File: src/sv/arst_pkg.sv
// Shared types and constants of the address range set table.
`timescale 1ns / 1ps
package arst_pkg;

  typedef enum logic [1:0] {
    ACT_ADD    = 2'd0,
    ACT_DEL    = 2'd1,
    ACT_LOOKUP = 2'd2,
    ACT_NONE   = 2'd3
  } act_t;

  typedef struct packed {
    act_t        action;
    logic [31:0] base_address;
    logic [31:0] length;
  } req_t;

  typedef struct packed {
    logic        hit;
    logic [31:0] range_begin;
    logic        status;
  } rsp_t;

  // Which entry is pushed in at the edit point.
  typedef enum logic [1:0] {
    INS_MERGED = 2'd0,
    INS_RIGHT  = 2'd1,
    INS_LEFT   = 2'd2
  } ins_t;

  typedef struct packed {
    logic load;
    logic calc_end;
    logic scan;
    logic shl;
    logic shr;
    ins_t ins_sel;
    logic finish;
  } cmd_t;

  typedef struct packed {
    logic nop;
    logic rem_zero;
    logic is_add;
    logic need_right;
    logic need_left;
  } stat_t;

  localparam logic [32:0] ADDR_LIMIT = 33'h1_0000_0000;

endpackage

File: src/sv/arst_ctrl.sv
// Controller state machine that sequences one request through the datapath.
`timescale 1ns / 1ps
module arst_ctrl (
  input  logic            clk,
  input  logic            rst_n,
  input  logic            in_valid,
  output logic            in_ready,
  input  logic            out_free,
  input  arst_pkg::stat_t stat,
  output arst_pkg::cmd_t  cmd
);

  typedef enum logic [7:0] {
    S_IDLE   = 8'b0000_0001,
    S_END    = 8'b0000_0010,
    S_SCAN   = 8'b0000_0100,
    S_DECIDE = 8'b0000_1000,
    S_REM    = 8'b0001_0000,
    S_INS1   = 8'b0010_0000,
    S_INS2   = 8'b0100_0000,
    S_FIN    = 8'b1000_0000
  } state_t;

  state_t state_r, state_nxt;

  assign in_ready = (state_r == S_IDLE);

  always_comb begin
    state_nxt   = state_r;
    cmd         = '0;
    cmd.ins_sel = arst_pkg::INS_MERGED;
    unique case (state_r)
      S_IDLE: begin
        if (in_valid) begin
          cmd.load  = 1'b1;
          state_nxt = S_END;
        end
      end
      S_END: begin
        cmd.calc_end = 1'b1;
        state_nxt    = S_SCAN;
      end
      S_SCAN: begin
        cmd.scan  = 1'b1;
        state_nxt = S_DECIDE;
      end
      S_DECIDE: begin
        state_nxt = stat.nop ? S_FIN : S_REM;
      end
      S_REM: begin
        if (stat.rem_zero) begin
          state_nxt = S_INS1;
        end else begin
          cmd.shl = 1'b1;
        end
      end
      S_INS1: begin
        if (stat.is_add) begin
          cmd.shr = 1'b1;
        end else if (stat.need_right) begin
          cmd.shr     = 1'b1;
          cmd.ins_sel = arst_pkg::INS_RIGHT;
        end
        state_nxt = S_INS2;
      end
      S_INS2: begin
        if (!stat.is_add && stat.need_left) begin
          cmd.shr     = 1'b1;
          cmd.ins_sel = arst_pkg::INS_LEFT;
        end
        state_nxt = S_FIN;
      end
      S_FIN: begin
        if (out_free) begin
          cmd.finish = 1'b1;
          state_nxt  = S_IDLE;
        end
      end
      default: begin
        state_nxt = S_IDLE;
      end
    endcase
  end

  always_ff @(posedge clk) begin
    if (!rst_n) begin
      state_r <= S_IDLE;
    end else begin
      state_r <= state_nxt;
    end
  end

endmodule

File: config.mk
export PLATFORM = sky130hd
export DESIGN_NAME = arst_ctrl
export DESIGN_NICKNAME = d
export VERILOG_FILES = /design/src/sv/arst_pkg.sv /design/src/sv/arst_ctrl.sv
export SDC_FILE = /design/constraint.sdc
export NUM_CORES = 1
export LEC_CHECK = 0
export ABC_CLOCK_PERIOD_IN_PS = 2400
export BUFFER_PORTS_ARGS = -buffer_cell sky130_fd_sc_hd__buf_2
export CAP_MARGIN = 20
export CORE_AREA = 5 5 42 44
export DETAILED_ROUTE_END_ITERATION = 8
export DIE_AREA = 0 0 47 49
export PLACE_DENSITY = 0.67
export RECOVER_POWER = 25
export SETUP_SLACK_MARGIN = 0.05
export SKIP_LAST_GASP = 1
export SLEW_MARGIN = 20
export SYNTH_ARGS = -nofsm -noshare
export SYNTH_HDL_FRONTEND = slang
export SYNTH_SLANG_ARGS = --single-unit
export TNS_END_PERCENT = 50
File: constraint.sdc
create_clock -name clk -period 2.4 [get_ports clk]
set_input_delay 0.6 -clock clk [delete_from_list [all_inputs] [get_ports clk]]
set_output_delay 0.6 -clock clk [all_outputs]
set_load 0.05 [all_outputs]
==> flow_metrics.env <==
export IMPL_num_io_pins=18
export IMPL_fmax_ghz=0.435
export IMPL_r2r_end="state_r[6]"
export IMPL_area_growth_pct=35.4
export IMPL_power_frac_seq=0.378
export IMPL_holdBufCountCts=0
export IMPL_final_cell_mix="buf_2, nor2_1, buf_4, nand3_1"
export IMPL_ys_ff_latch=8
export IMPL_tightest_slew_ns=0.487
export IMPL_hold_depth=1
export IMPL_cts_htree_levels=1
export IMPL_wl_per_cell_um=12.9
export IMPL_slew_viol_final=0
export IMPL_synth_nets=69
export IMPL_grt_ovfl_total=0
export IMPL_cp_max_fo=5
export IMPL_cts_sinks=8
export IMPL_finalHoldViolations=0
export IMPL_crit_start="state_r[0]"
export IMPL_cp_data_arrival_time_ns=1.70
export IMPL_cts_tree="done"
export IMPL_postPlaceCellArea_um2=642
export IMPL_fillers=144
export IMPL_grt_pass1_wl_mm=2.00
export IMPL_fin_skew_ns=0.00834
export IMPL_grt_use_total=0.121
export IMPL_multiInputGateArea_um2=358
export IMPL_antenna_found_initial=0
export IMPL_dp_hpwl_um=960
export IMPL_synth_avg_cell_area_um2=8.78
export IMPL_largest_register="state_r"
export IMPL_yosys_warnings=0
export IMPL_p_leak_uw=0.000298
export IMPL_critPathLaunchType="register"
export IMPL_p_switching_uw=157
export IMPL_setup_violations_final=0
export IMPL_syn_inst=60
export IMPL_nNetsFinal=93
export IMPL_gp_congestion=0.787
export IMPL_end_kind="output pin"
export IMPL_final_layout_size_suffix_gt1_frac=0.488
export IMPL_cts_buffers=3
export IMPL_critPathCapture="cmd[3]"
export IMPL_reg2reg_slack_ns=0.68
export IMPL_die_w_um=47
export IMPL_rsz0062_at_grt="yes"
export IMPL_crit_type="reg2out"
export IMPL_grt_start_max_net_pins=9
export IMPL_fin_util=0.509
export IMPL_vias_per_cell=5.38
export IMPL_vias=527
export IMPL_grt_pass1_vias=487
export IMPL_p_per_area_nw_per_um2=587
export IMPL_die_h_um=49
export IMPL_dieArea_um2=2300
export IMPL_reg2reg_depth=5
export IMPL_reg_top3="state_r x8"
export IMPL_ant_nets=0
export IMPL_clk_transition_reported_paths_ns=0.06
export IMPL_synth_distinct_cells=32
export IMPL_maxSlewHeadroom=0.674
export IMPL_clock_power_share=0.261
export IMPL_drtPass1Iterations=4
export IMPL_fin_area_um2=713
export IMPL_combPwrFrac=0.361
export IMPL_peakVddDrop_mv=0.426
export IMPL_clockBufferDepth=2
export IMPL_clock_latency_ns=0.26
export IMPL_status="completed"
export IMPL_yosysSeqAreaShare=0.304
export IMPL_num_rows=14
export IMPL_min_period_over_period=0.957
export IMPL_hold_class="reg2reg"
export IMPL_r2r_start="state_r[2]"
export IMPL_swShare=0.375
export IMPL_drv_cap=0
export IMPL_cts_root_buf="clkbuf_4"
export IMPL_drc=0
export IMPL_internal_power_uw=262
export IMPL_cp_required_ns=1.80
export IMPL_drtIter0Drc=12
export IMPL_totalWireLength_mm=1.27
export IMPL_total_power_uw=419
export IMPL_seqCellArea_um2=165
export IMPL_io_buffers=17
export IMPL_largest_reg_flops=8
export IMPL_holdCritStartpoint="state_r[3]"
export IMPL_layout_cells_most_common="buf_2"
export IMPL_antennaDiodeCount=0
export IMPL_start_util=0.376
export IMPL_synth_area_um2=527
export IMPL_min_period_ns=2.30
export IMPL_coreArea_um2=1400
-- worst min-delay path by stage --
| stage | slack [ns] | endpoint |
|---|---|---|
| detailed placement | 0.60 | state_r[5] |
| global placement | 0.59 | state_r[5] |
| floorplan | 0.57 | state_r[5] |
| global route | 0.57 | state_r[3] |
| CTS | 0.57 | state_r[0] |
| finish | 0.56 | state_r[3] |
-- cell families (layout without fill, tap and decap cells) --
| kind of cell | Yosys count | after routing | synth area share |
|---|---|---|---|
| simple gates | 34 | 34 | 0.437 |
| compound gates | 10 | 10 | 0.176 |
| flops | 8 | 8 | 0.304 |
| buf+inv | 7 | 29 | 0.0665 |
| xor+xnor | 1 | 1 | 0.0166 |
-- through the flow --
stage / setup TNS [ns] / cells / worst slack, ns / hold WS (ns)
2_1_floorplan: -0.308 / 60 / -0.236 / 0.565
3_3_place_gp: 0 / 93 / 0.277 / 0.592
3_5_place_dp: 0 / 93 / 0.269 / 0.595
4_1_cts: 0 / 96 / 0.0325 / 0.570
5_1_grt: 0 / 98 / 0.0126 / 0.575
6_report: 0 / 98 / 0.103 / 0.560
-- critical path, stage by stage, from the launching register on --
cell	delay, ns
dfxtp_2	0.36
nor4_4	0.27
nand4b_1	0.23
nor3b_4	0.22
o21bai_1	0.13
buf_4	0.21
-- power by group through the flow --
stage | logic [µW] | clock network, µW | registers [µW]
4_1_cts | 140 | 112 | 152
3_5_place_dp | 140 | 0 | 155
6_report | 151 | 109 | 158
5_1_grt | 164 | 120 | 159
3_3_place_gp | 138 | 0 | 154
2_1_floorplan | 106 | 0 | 152
-- Yosys cell counts, drive strengths merged --
library cell	number	share of area
nor2	11	0.083
dfxtp	8	0.30
nand3	6	0.067
inv	4	0.028
nor2b	4	0.047
nor3b	4	0.067
a311oi	2	0.045
buf	2	0.031
nand4b	2	0.045
nor4	2	0.064
nor4b	2	0.033
o211ai	2	0.038
a21oi	1	0.0095
a221o	1	0.019
and2	1	0.012
clkinv	1	0.0071
nand2	1	0.0071
nand4	1	0.012
o21a	1	0.014
o21ai	1	0.017
o21bai	1	0.014
o22a	1	0.019
xor2	1	0.017
-- cell type report --
class	count	share of cell area
multi-input combinational	45	0.502
sequential	8	0.232
timing repair buffer	21	0.181
clock buffer	3	0.0316
tap	16	0.0281
inverter	5	0.0263
-- layer usage --
layer	part of all wire	up-vias	track usage
li1	-	264	-
met1	0.45	247	0.148
met2	0.49	14	0.174
met3	0.055	2	0.0221
met4	0.0095	0	0.0968
met5	0	-	0
-- timing repair --
action | in CTS | in global routing
gates resized for setup | 2 | 11
setup endpoints to repair | 4 | 7
pin swaps | 1 | 4
setup buffers | 0 | 2
Power figures use the tool's default switching activity.
